--- config.mk ---
export PLATFORM = sky130hd
export DESIGN_NAME = triple_timer_counter_unit
export DESIGN_NICKNAME = d
export VERILOG_FILES = /design/src/hdl/ttc_pkg.sv /design/src/hdl/ttc_timer.sv /design/src/hdl/triple_timer_counter_unit.sv
export VERILOG_INCLUDE_DIRS = /design/src /design/src/hdl
export SDC_FILE = /design/constraint.sdc
export NUM_CORES = 1
export LEC_CHECK = 0
export ABC_AREA = 1
export BUFFER_PORTS_ARGS = -buffer_cell sky130_fd_sc_hd__clkbuf_2
export CORE_UTILIZATION = 30
export CTS_CLUSTER_SIZE = 20
export DETAILED_ROUTE_END_ITERATION = 8
export GPL_ROUTABILITY_DRIVEN = 0
export PLACE_DENSITY_LB_ADDON = 0.12
export SYNTH_ARGS = -nofsm -noshare
export SYNTH_HDL_FRONTEND = slang
export SYNTH_SLANG_ARGS = --single-unit
--- constraint.sdc ---
create_clock -name clk_i -period 3.55 [get_ports clk_i]
set_clock_uncertainty 0.1 [all_clocks]
set_input_delay 0.5325 -clock clk_i [delete_from_list [all_inputs] [get_ports clk_i]]
set_output_delay 0.5325 -clock clk_i [all_outputs]
set_load 0.02 [all_outputs]
--- src/hdl/assert_macros.svh ---
// Assertion macros shared by the timer unit RTL.
`ifndef ASSERT_MACROS_SVH
`define ASSERT_MACROS_SVH

// Clocked assertion, switched off while reset is asserted.
`define ASSERT_CLK_RST(lbl, clk, rst_n, prop, msg) \
  lbl: assert property (@(posedge clk) disable iff (!rst_n) (prop)) else $error(msg);

// Clocked assertion that also holds through reset.
`define ASSERT_CLK(lbl, clk, prop, msg) \
  lbl: assert property (@(posedge clk) (prop)) else $error(msg);

`endif

--- src/hdl/ttc_pkg.sv ---
// Types and constants of the triple timer counter unit.
`timescale 1ns / 1ps
`default_nettype none

package ttc_pkg;

  localparam int OpW     = 3;
  localparam int IdxW    = 2;
  localparam int DataW   = 16;
  localparam int ModeW   = 10;
  localparam int IrqW    = 3;
  localparam int CfgIdxW = 1;

  localparam int NUM_TIMERS_DEF   = 3;
  localparam int SLOW_DIVIDER_DEF = 8;

  localparam logic [DataW-1:0] DOT_DIV_RST  = 16'd5;
  localparam logic [DataW-1:0] LINE_DIV_RST = 16'd2146;
  localparam logic [DataW-1:0] FULL_COUNT   = 16'hffff;

  localparam int ModeHaltBit   = 0;
  localparam int ModeTargetBit = 4;
  localparam int ModeFullBit   = 5;
  localparam int ModeRepeatBit = 6;
  localparam int ModeClkLsb    = 8;

  localparam logic [1:0] CLK_ALT  = 2'b01;
  localparam logic [1:0] CLK_SLOW = 2'b10;

  typedef enum logic [OpW-1:0] {
    OP_TICK      = 3'd0,
    OP_WR_COUNT  = 3'd1,
    OP_WR_MODE   = 3'd2,
    OP_WR_TARGET = 3'd3,
    OP_RD_COUNT  = 3'd4
  } ttc_op_e;

  typedef enum logic [CfgIdxW-1:0] {
    CFG_DOT_DIV  = 1'b0,
    CFG_LINE_DIV = 1'b1
  } ttc_cfg_e;

  typedef struct packed {
    logic             tick;
    logic             wr_count;
    logic             wr_mode;
    logic             wr_target;
    logic [DataW-1:0] value;
  } ttc_cmd_t;

endpackage

`default_nettype wire

--- src/hdl/ttc_timer.sv ---
// One timer: count, target, mode, prescaler and arm flag with their update logic.
`timescale 1ns / 1ps
`default_nettype none

module ttc_timer #(
  parameter int TIMER_ID     = 0,
  parameter int SLOW_DIVIDER = ttc_pkg::SLOW_DIVIDER_DEF
) (
  input  wire logic                      clk_i,
  input  wire logic                      rst_ni,
  input  wire logic                      en_i,
  input  wire logic                      sel_i,
  input  wire ttc_pkg::ttc_cmd_t         cmd_i,
  input  wire logic [ttc_pkg::DataW-1:0] alt_div_i,
  output logic      [ttc_pkg::DataW-1:0] count_o,
  output logic                           irq_o
);
  import ttc_pkg::*;

  logic [DataW-1:0] count_q, count_d;
  logic [DataW-1:0] presc_q, presc_d;
  logic [DataW-1:0] target_q, target_d;
  logic [ModeW-1:0] mode_q, mode_d;
  logic             armed_q, armed_d;

  logic [1:0]       clk_sel;
  logic [DataW-1:0] rate_raw;
  logic [DataW-1:0] rate;
  logic             halt;
  logic [DataW:0]   presc_inc;
  logic [DataW-1:0] count_step;
  logic [DataW-1:0] limit;

  always_comb begin
    clk_sel  = mode_q[ModeClkLsb +: 2];
    rate_raw = DataW'(1);
    if ((TIMER_ID == 0 || TIMER_ID == 1) && clk_sel == CLK_ALT) begin
      rate_raw = alt_div_i;
    end else if (TIMER_ID == 2 && clk_sel == CLK_SLOW) begin
      rate_raw = DataW'(SLOW_DIVIDER);
    end
    rate = (rate_raw == '0) ? DataW'(1) : rate_raw;
    halt = (TIMER_ID == 2) && mode_q[ModeHaltBit];
  end

  assign presc_inc  = {1'b0, presc_q} + (DataW+1)'(1);
  assign count_step = count_q + DataW'(1);
  assign limit      = mode_q[ModeTargetBit] ? target_q : FULL_COUNT;

  always_comb begin
    count_d  = count_q;
    presc_d  = presc_q;
    target_d = target_q;
    mode_d   = mode_q;
    armed_d  = armed_q;
    irq_o    = 1'b0;
    if (en_i) begin
      if (cmd_i.tick) begin
        if (!halt) begin
          if (presc_inc < {1'b0, rate}) begin
            presc_d = presc_inc[DataW-1:0];
          end else begin
            presc_d = '0;
            count_d = count_step;
            if (armed_q && (mode_q[ModeTargetBit] || mode_q[ModeFullBit]) &&
                count_step == limit) begin
              count_d = '0;
              irq_o   = 1'b1;
              if (!mode_q[ModeRepeatBit]) begin
                armed_d = 1'b0;
              end
            end
          end
        end
      end else if (sel_i && (cmd_i.wr_count || cmd_i.wr_mode || cmd_i.wr_target)) begin
        armed_d = 1'b1;
        presc_d = '0;
        if (cmd_i.wr_count) begin
          count_d = cmd_i.value;
        end
        if (cmd_i.wr_mode) begin
          mode_d  = cmd_i.value[ModeW-1:0];
          count_d = '0;
        end
        if (cmd_i.wr_target) begin
          target_d = cmd_i.value;
        end
      end
    end
  end

  always_ff @(posedge clk_i or negedge rst_ni) begin
    if (!rst_ni) begin
      count_q  <= '0;
      presc_q  <= '0;
      target_q <= '0;
      mode_q   <= '0;
      armed_q  <= 1'b1;
    end else begin
      count_q  <= count_d;
      presc_q  <= presc_d;
      target_q <= target_d;
      mode_q   <= mode_d;
      armed_q  <= armed_d;
    end
  end

  assign count_o = count_q;

endmodule

`default_nettype wire

--- src/hdl/triple_timer_counter_unit.sv ---
// Top level of the triple timer counter unit: beat registers, decode and timer slices.
// Each accepted beat is captured in the input register, then its result in the result register
// once the output is free; one beat is accepted every cycle while the output is not stalled.
// Every item, tick or access, is handled in one pass through the timer update logic.
// Reset clears all counts, modes, targets and prescalers, arms every timer and loads
// the dot and line dividers with 5 and 2146; the unit accepts beats straight after reset.
`timescale 1ns / 1ps
`default_nettype none
`include "assert_macros.svh"

module triple_timer_counter_unit #(
  parameter int NUM_TIMERS   = ttc_pkg::NUM_TIMERS_DEF,
  parameter int SLOW_DIVIDER = ttc_pkg::SLOW_DIVIDER_DEF
) (
  input  wire logic                        clk_i,
  input  wire logic                        rst_ni,
  input  wire logic                        in_valid_i,
  output logic                             in_stall_o,
  input  wire logic [ttc_pkg::OpW-1:0]     mode_i,
  input  wire logic [ttc_pkg::IdxW-1:0]    counter_index_i,
  input  wire logic [ttc_pkg::DataW-1:0]   write_value_i,
  output logic                             out_valid_o,
  input  wire logic                        out_stall_i,
  output logic      [ttc_pkg::DataW-1:0]   read_data_o,
  output logic      [ttc_pkg::IrqW-1:0]    irq_pulses_o,
  input  wire logic                        cfg_valid_i,
  output logic                             cfg_ready_o,
  input  wire logic [ttc_pkg::CfgIdxW-1:0] cfg_index_i,
  input  wire logic [ttc_pkg::DataW-1:0]   cfg_data_i
);
  import ttc_pkg::*;

  logic [DataW-1:0] dot_div_q, line_div_q;

  logic             in_valid_q;
  logic [OpW-1:0]   op_q;
  logic [IdxW-1:0]  idx_q;
  logic [DataW-1:0] val_q;

  logic             out_valid_q;
  logic [DataW-1:0] rd_q, rd_d;
  logic [IrqW-1:0]  irq_q, irq_d;

  logic             out_free;
  logic             fire;
  logic             in_load;
  ttc_cmd_t         cmd;

  logic [DataW-1:0] counts [NUM_TIMERS];
  logic [NUM_TIMERS-1:0] tirq;
  logic [NUM_TIMERS-1:0] tsel;

  assign cfg_ready_o = 1'b1;

  always_ff @(posedge clk_i or negedge rst_ni) begin
    if (!rst_ni) begin
      dot_div_q  <= DOT_DIV_RST;
      line_div_q <= LINE_DIV_RST;
    end else if (cfg_valid_i && cfg_ready_o) begin
      unique case (ttc_cfg_e'(cfg_index_i))
        CFG_DOT_DIV:  dot_div_q  <= cfg_data_i;
        CFG_LINE_DIV: line_div_q <= cfg_data_i;
      endcase
    end
  end

  assign out_free   = !out_valid_q || !out_stall_i;
  assign fire       = in_valid_q && out_free;
  assign in_load    = !in_valid_q || fire;
  assign in_stall_o = !in_load;

  always_ff @(posedge clk_i or negedge rst_ni) begin
    if (!rst_ni) begin
      in_valid_q <= 1'b0;
    end else if (in_load) begin
      in_valid_q <= in_valid_i;
    end
  end

  always_ff @(posedge clk_i) begin
    if (in_load && in_valid_i) begin
      op_q  <= mode_i;
      idx_q <= counter_index_i;
      val_q <= write_value_i;
    end
  end

  always_comb begin
    cmd           = '0;
    cmd.value     = val_q;
    unique case (op_q)
      OP_TICK:      cmd.tick      = 1'b1;
      OP_WR_COUNT:  cmd.wr_count  = 1'b1;
      OP_WR_MODE:   cmd.wr_mode   = 1'b1;
      OP_WR_TARGET: cmd.wr_target = 1'b1;
      default:      cmd.tick      = 1'b0;
    endcase
  end

  for (genvar t = 0; t < NUM_TIMERS; t++) begin : g_timer
    logic [DataW-1:0] alt_div;
    assign tsel[t]  = (int'(idx_q) == t);
    assign alt_div  = (t == 0) ? dot_div_q : ((t == 1) ? line_div_q : '0);

    ttc_timer #(
      .TIMER_ID     (t),
      .SLOW_DIVIDER (SLOW_DIVIDER)
    ) u_timer (
      .clk_i     (clk_i),
      .rst_ni    (rst_ni),
      .en_i      (fire),
      .sel_i     (tsel[t]),
      .cmd_i     (cmd),
      .alt_div_i (alt_div),
      .count_o   (counts[t]),
      .irq_o     (tirq[t])
    );
  end

  always_comb begin
    rd_d = '0;
    if (op_q == OP_RD_COUNT) begin
      for (int t = 0; t < NUM_TIMERS; t++) begin
        if (tsel[t]) begin
          rd_d = counts[t];
        end
      end
    end
  end

  for (genvar b = 0; b < IrqW; b++) begin : g_irq
    if (b < NUM_TIMERS) begin : g_live
      assign irq_d[b] = tirq[b];
    end else begin : g_none
      assign irq_d[b] = 1'b0;
    end
  end

  always_ff @(posedge clk_i or negedge rst_ni) begin
    if (!rst_ni) begin
      out_valid_q <= 1'b0;
    end else if (out_free) begin
      out_valid_q <= in_valid_q;
    end
  end

  always_ff @(posedge clk_i) begin
    if (fire) begin
      rd_q  <= rd_d;
      irq_q <= irq_d;
    end
  end

  assign out_valid_o  = out_valid_q;
  assign read_data_o  = rd_q;
  assign irq_pulses_o = irq_q;

  `ASSERT_CLK_RST(a_irq_only_on_tick, clk_i, rst_ni, fire && op_q != OP_TICK |=> irq_pulses_o == '0, "interrupt raised by a non-tick beat")
  `ASSERT_CLK_RST(a_data_only_on_read, clk_i, rst_ni, fire && op_q != OP_RD_COUNT |=> read_data_o == '0, "read data on a non-read beat")
  `ASSERT_CLK_RST(a_hold_blocked_beat, clk_i, rst_ni, in_valid_q && !out_free |=> in_valid_q && $stable(op_q) && $stable(val_q), "blocked beat lost or changed")
  `ASSERT_CLK(a_cfg_always_ready, clk_i, cfg_ready_o, "configuration port not ready")

endmodule

`default_nettype wire

* Word level (Yosys, flattened, before mapping)
Cells that the tools add are included.
** Word-level totals
- Register bits after elaboration :: 251
- Output and inout port bits :: 22
** Operators by class
- Order comparisons :: 3
- Reduce and logical (&&, ||, !) cells :: 51
- Bitwise gates (word level) :: 2
- Equality and inequality tests :: 22
- Muxes and demuxes :: 60
- Add/sub/neg operators :: 6
** Operator list (number)
- 2-to-1 mux 16 bit :: 36
- adder 16 x 1 -> 17 bit, second input constant :: 3
- < comparator 17 x 16 -> 1 bit :: 3
- adder 16 x 1 -> 16 bit, second input constant :: 3
- == test 16 bit :: 3
- zero test 16 bit :: 3
- AND reduction 4 bit :: 8
- 2-to-1 mux 1 bit :: 23
- AND reduction 5 bit :: 3
- != test 2 bit, second input constant :: 7
- logical AND 1 bit :: 11
- AND reduction 2 bit :: 4
- logical OR 1 bit :: 7
- == test 2 bit, second input constant :: 3
- == test 3 x 2 -> 1 bit, second input constant :: 2
- != test 2 x 1 -> 1 bit, second input constant :: 3
- AND reduction 6 bit :: 1
- nonzero test 2 bit :: 3
- == test 2 x 1 -> 1 bit, second input constant :: 2
- zero test 1 bit :: 4
- 2-to-1 mux 4 bit :: 1
- OR reduction 2 bit :: 2
- == test 3 x 1 -> 1 bit, second input constant :: 1
- == test 3 bit, second input constant :: 1
- other kinds (6) :: 7

* Logic depth before layout (Yosys ltp)
- Word-level depth :: 8
- Depth in mapped cells :: 22
- Depth with buffers taken out :: 21

* By module
From an unflattened synthesis, not the netlist that was laid out.
** Second synthesis, totals
- Cell total of the unflattened synthesis :: 2083
- Area total of the unflattened synthesis :: 15258.4 um2
** Modules (own cells, without submodules)
- ttc_timer (g_timer[1].u_timer) :: sequential area each 1352.5 um2, times used 1, area an instance 4195.3 um2, cells each 600
- ttc_timer (g_timer[0].u_timer) :: sequential area each 1352.5 um2, times used 1, area an instance 4136.5 um2, cells each 625
- ttc_timer (g_timer[2].u_timer) :: sequential area each 1377.6 um2, times used 1, area an instance 3870.0 um2, cells each 566
- triple_timer_counter_unit :: sequential area each 2059.5 um2, times used 1, area an instance 3056.7 um2, cells each 292

* Worst setup path before layout
OpenSTA, ideal clock, no wires.
- Path kind :: register -> register
- Start point :: register g_timer[0].u_timer.presc_q[0]
- End point :: register g_timer[0].u_timer.count_q[10]
- Setup slack :: 0.515 ns
- Required time :: 3.334 ns
- Cell stages (with the launch flop) :: 19
- Path buffers :: 1
- Data arrival time :: 2.818 ns
- Clock period less this slack :: 3.035 ns
- Setup time :: 0.116 ns
- Path through :: dfrtp_1 nand3_1 nor3_1 nand3_1 nor3_1 nand3_1 nor2_1 xor2_1 inv_1 ha_1 o21ai_0 nand3_1 nor2_1 nand3_1 nand2_2 inv_2 buf_4 nand2_1 nand2_1
** On the way
- Cells in the longest elaborated chain, start to end :: 4
** RTL lines
- start, declared :: RTL line ttc_timer.sv:21 : logic [DataW-1:0] presc_q, presc_d;
- start signal, assigned :: RTL line ttc_timer.sv:101 : presc_q <= presc_d;
- adder 16 x 1 -> 17 bit :: RTL line ttc_timer.sv:46 : assign presc_inc = {1'b0, presc_q} + (DataW+1)'(1);
- < comparator 17 x 16 -> 1 bit :: RTL line ttc_timer.sv:60 : if (presc_inc < {1'b0, rate}) begin
- != test 2 bit (no line)
- AND reduction 4 bit (no line)
- end signal, assigned :: RTL line ttc_timer.sv:100 : count_q <= count_d;
- end, declared :: RTL line ttc_timer.sv:20 : logic [DataW-1:0] count_q, count_d;
No other way between the ends.
A chain may end at the register's enable or synchronous reset.

* Worst setup path after layout
- Start point :: register g_timer[0].u_timer.presc_q[0]
- End point :: register g_timer[0].u_timer.count_q[0]
Same word-level chain as after synthesis.

==> results.tsv <==
stage	metric	value	unit
floorplan	die_w	221	um
global_route	grt_max_degree	75	
critical_path	crit_arrival	3.55	ns
critical_path	crit_path_top_delay_cell	dfrtp_2	
yosys	ys.flop_type	dfrtp_1	
cells_and_area	nFillCells	5128	
critical_path	reg2reg_slack	0.34	ns
critical_path	cp_num_buf_inv	3	
yosys	synthCells	1983	
outcome	outcome	complete, but fails checks	
critical_path	crit_family	simple AND/OR/NAND/NOR gates	
cts	htreeDepth	1	
timing	slew_headroom	29.3	%
global_route	antenna_found_initial	0	
cts	clk_pin_slew	0.06	ns
critical_path	worst_r2r_path_depth	19	
detailed_routing	vias_per_cell	4.76	
global_route	grt_pass1_wl	69300	um
worst_hold_path	hp-class	in -> reg	
yosys	async_reset_ff_share	83.1	%
cts	cts_tree	built	
timing	setup_violations	0	
yosys	synth.yosys.warnings	0	
cts	clk_latency	0.57	ns
floorplan	initial_utilization	30.6	%
yosys	syn_nets	2063	
cells_and_area	final_util	35.1	%
global_route	grt_overflow	0	
power	p_per_area	608	nW/um^2
cells_and_area	diodes	0	
cts	cts-buffers-inserted	30	
floorplan	core	46900	um^2
worst_hold_path	min_to	val_q[11]	
timing	fin_setup_tns	0	ns
worst_hold_path	min_from	write_value_i[11]	
critical_path	critPathMaxFanout	16	
power	leakage	8.09	nW
placed_design	portBuffers	63	
critical_path	crit_chain	ha_1 -> nand3_1 -> nor3_2 -> inv_1 -> nor2_1 -> nand3_1 -> nor3_2 -> xor2_1 -> ha_1 -> nand2_1 -> inv_1 -> o21ai_0 -> nand3_1 -> nor2_2 -> nand3_2 -> nand2_4 -> inv_4 -> nor2_1 -> a21oi_1	
yosys	synth_edf_count	40	
critical_path	slowest_delay	0.39	ns
detailed_routing	wl_per_cell	16.1	um
critical_path	reg2reg_from	g_timer[0].u_timer.presc_q[0]	
timing	finalMaxSlewViolations	0	
detailed_routing	dr.pass1.iters	9	
yosys	ys_ff_latch	237	
timing	hold_viol_final	0	
yosys	syn_area	14400	um^2
floorplan	pin_count	65	
yosys	syn_area_per_cell	7.24	um^2
critical_path	cpMostUsedCell	nand3_1	
floorplan	rows	79	
critical_path	end_kind	flop	
floorplan	die_h	221	um
detailed_routing	drt_iter0_drc	937	
detailed_routing	drc	2	
cts	cts-root-buf	clkbuf_16	
cells_and_area	drive_gt1_share	10.4	%
cells_and_area	syn_to_final_growth	14.6	%
timing	fmax	312	MHz
global_route	grt_usage	18.2	%
timing	period_minus_slack	3.21	ns
critical_path	worst-setup-path-type	reg -> reg	
detailed_routing	drt_wl_total	43400	um
global_route	grt_pass1_vias	12300	
worst_hold_path	hold_depth	1	
yosys	yosysSeqAreaShare	42.8	%
placed_design	hpwl	32900	um
power	vdd_drop_max	382	uV
detailed_routing	dr_total_vias	12800	
cells_and_area	nets	2134	
cts	clockBufferDepth	3	
timing	worst_pin_slew	1.06	ns
critical_path	required	3.89	ns
detailed_routing	final_antenna_net_count	0	
outcome	failed_checks	design-rule violations	
floorplan	dieArea	48700	um^2
critical_path	timing.rr.end	g_timer[0].u_timer.count_o[0]	
yosys	ys_types	50	
job	maxCapViolCount	0	
timing	period_share	90.4	%
cts	clock-sinks	237	
critical_path	critPathLaunchType	flop	
-- kinds of logic (layout without fill, tap and decap cells) --
| family | after synthesis | count (layout) | share of synthesized area (%) |
|---|---|---|---|
| AO/OA/AOI/OAI | 242 | 242 | 9.00 |
| XOR/XNOR | 37 | 37 | 2.74 |
| adder cells (fa/ha/maj) | 37 | 37 | 3.23 |
| buffers and inverters | 304 | 399 | 8.45 |
| flip-flops | 237 | 237 | 42.8 |
| multiplexers | 1 | 1 | 0.0698 |
| other | 1 | 1 | 0.0261 |
| AND/OR/NAND/NOR | 1124 | 1124 | 33.7 |
-- layer usage --
| metal | part of all wire, % | vias up | track usage [%] |
|---|---|---|---|
| met2 | 42 | 307 | 27.5 |
| met5 | 0 | - | 0 |
| met4 | 1.9 | 0 | 4.43 |
| met1 | 50 | 5919 | 27.4 |
| met3 | 5.6 | 63 | 2.38 |
| li1 | - | 6492 | - |
-- layout make-up --
type / instances / area, um^2 / area share (%)
well taps: 607 / 759 / 4.62
clock inverters: 8 / 92.6 / 0.563
inverters: 255 / 965 / 5.87
flip-flops and latches: 237 / 6140 / 37.4
repair buffers: 88 / 547 / 3.32
multi-input cells: 1442 / 7050 / 42.9
clock buffers: 48 / 890 / 5.41
-- Yosys cell counts, types with 28 or more instances --
master | n | area share [%]
nor2_1 | 250 | 6.5
nand3_1 | 146 | 5.1
inv_1 | 247 | 6.5
nand4_1 | 37 | 1.6
dfrtp_1 | 188 | 33
nand2_1 | 611 | 16
o21ai_0 | 162 | 5.7
xor2_1 | 28 | 1.7
clkbuf_1 | 29 | 0.76
edfxtp_1 | 40 | 8.4
ha_1 | 37 | 3.2
a21oi_1 | 33 | 1.2
-- stage by stage --
stage               total power, W  hold WS (ns)  setup slack [ns]  instances  cell area [um^2]
global placement           0.00693         0.360             0.197       2627             15400
floorplan                  0.00597         0.137             0.515       1983             14400
CTS                         0.0101       0.00860            0.0705       2684             16400
detailed placement         0.00697         0.368            0.0950       2627             15400
global route                0.0107        0.0146           -0.0172       2685             16400
finish                      0.0100        0.0415             0.340       2685             16400
-- how the worst max path moves through the flow --
stage               depth (start not counted)                        endpoint                           from  slack [ns]
finish                                     19   g_timer[0].u_timer.count_o[0]  g_timer[0].u_timer.presc_q[0]        0.34
global route                               19   g_timer[0].u_timer.count_o[0]  g_timer[0].u_timer.presc_q[0]       -0.02
floorplan                                  18  g_timer[0].u_timer.count_o[10]  g_timer[0].u_timer.presc_q[0]        0.52
global placement                           18   g_timer[0].u_timer.count_o[0]  g_timer[0].u_timer.presc_q[0]        0.20
detailed placement                         17   g_timer[0].u_timer.count_o[0]  g_timer[0].u_timer.presc_q[0]         0.1
CTS                                        17   g_timer[0].u_timer.count_o[0]  g_timer[0].u_timer.presc_q[0]        0.07
-- registers in the layout (all words and copies together) (netlist names), 16 cells and up --
| register | cells |
|---|---|
| g_timer.u_timer.target_q | 48 |
| dot_div_q | 16 |
| g_timer.u_timer.mode_q | 16 |
| g_timer.u_timer.count_o | 48 |
| g_timer.alt_div | 16 |
| read_data_o | 16 |
| val_q | 16 |
| g_timer.u_timer.presc_q | 48 |
-- cells in the final DEF, fill, tap and decap left out, types with 16 or more instances in the layout --
cell       instances
a21oi_1           33
buf_4             20
clkbuf_16         31
clkbuf_2          62
dfrtp_1          187
edfxtp_1          40
ha_1              37
inv_1            247
nand2_1          608
nand3_1          145
nand4_1           37
nor2_1           247
nor2_2            16
o21ai_0          161
o22ai_1           25
xor2_1            28
-- where the power goes --
group	switching (W)	leakage (nW)	total (W)	internal [W]
Sequential	0.000566	2.96	0.00385	0.00329
Clock	0.00120	0.480	0.00305	0.00185
Combinational	0.00200	4.65	0.00310	0.00110
-- worst reg2reg max path, stage by stage (launching register included) --
cell and delay (ns):
dfrtp_2 0.39, ha_1 0.19, nand3_1 0.17, nor3_2 0.19, inv_1 0.08, nor2_1 0.12
nand3_1 0.12, nor3_2 0.14, xor2_1 0.23, ha_1 0.29, nand2_1 0.07, inv_1 0.03
o21ai_0 0.13, nand3_1 0.11, nor2_2 0.15, nand3_2 0.15, nand2_4 0.15, inv_4 0.11
nor2_1 0.10, a21oi_1 0.05
-- timing repair --
action / in CTS / in global routing
setup buffers: 0 / 1
hold buffers: 1 / 0
resized for setup: 0 / 19
endpoints found under the setup margin: 0 / 55
endpoints found under the hold margin: 67 / 0
Power figures use the tool's default switching activity.
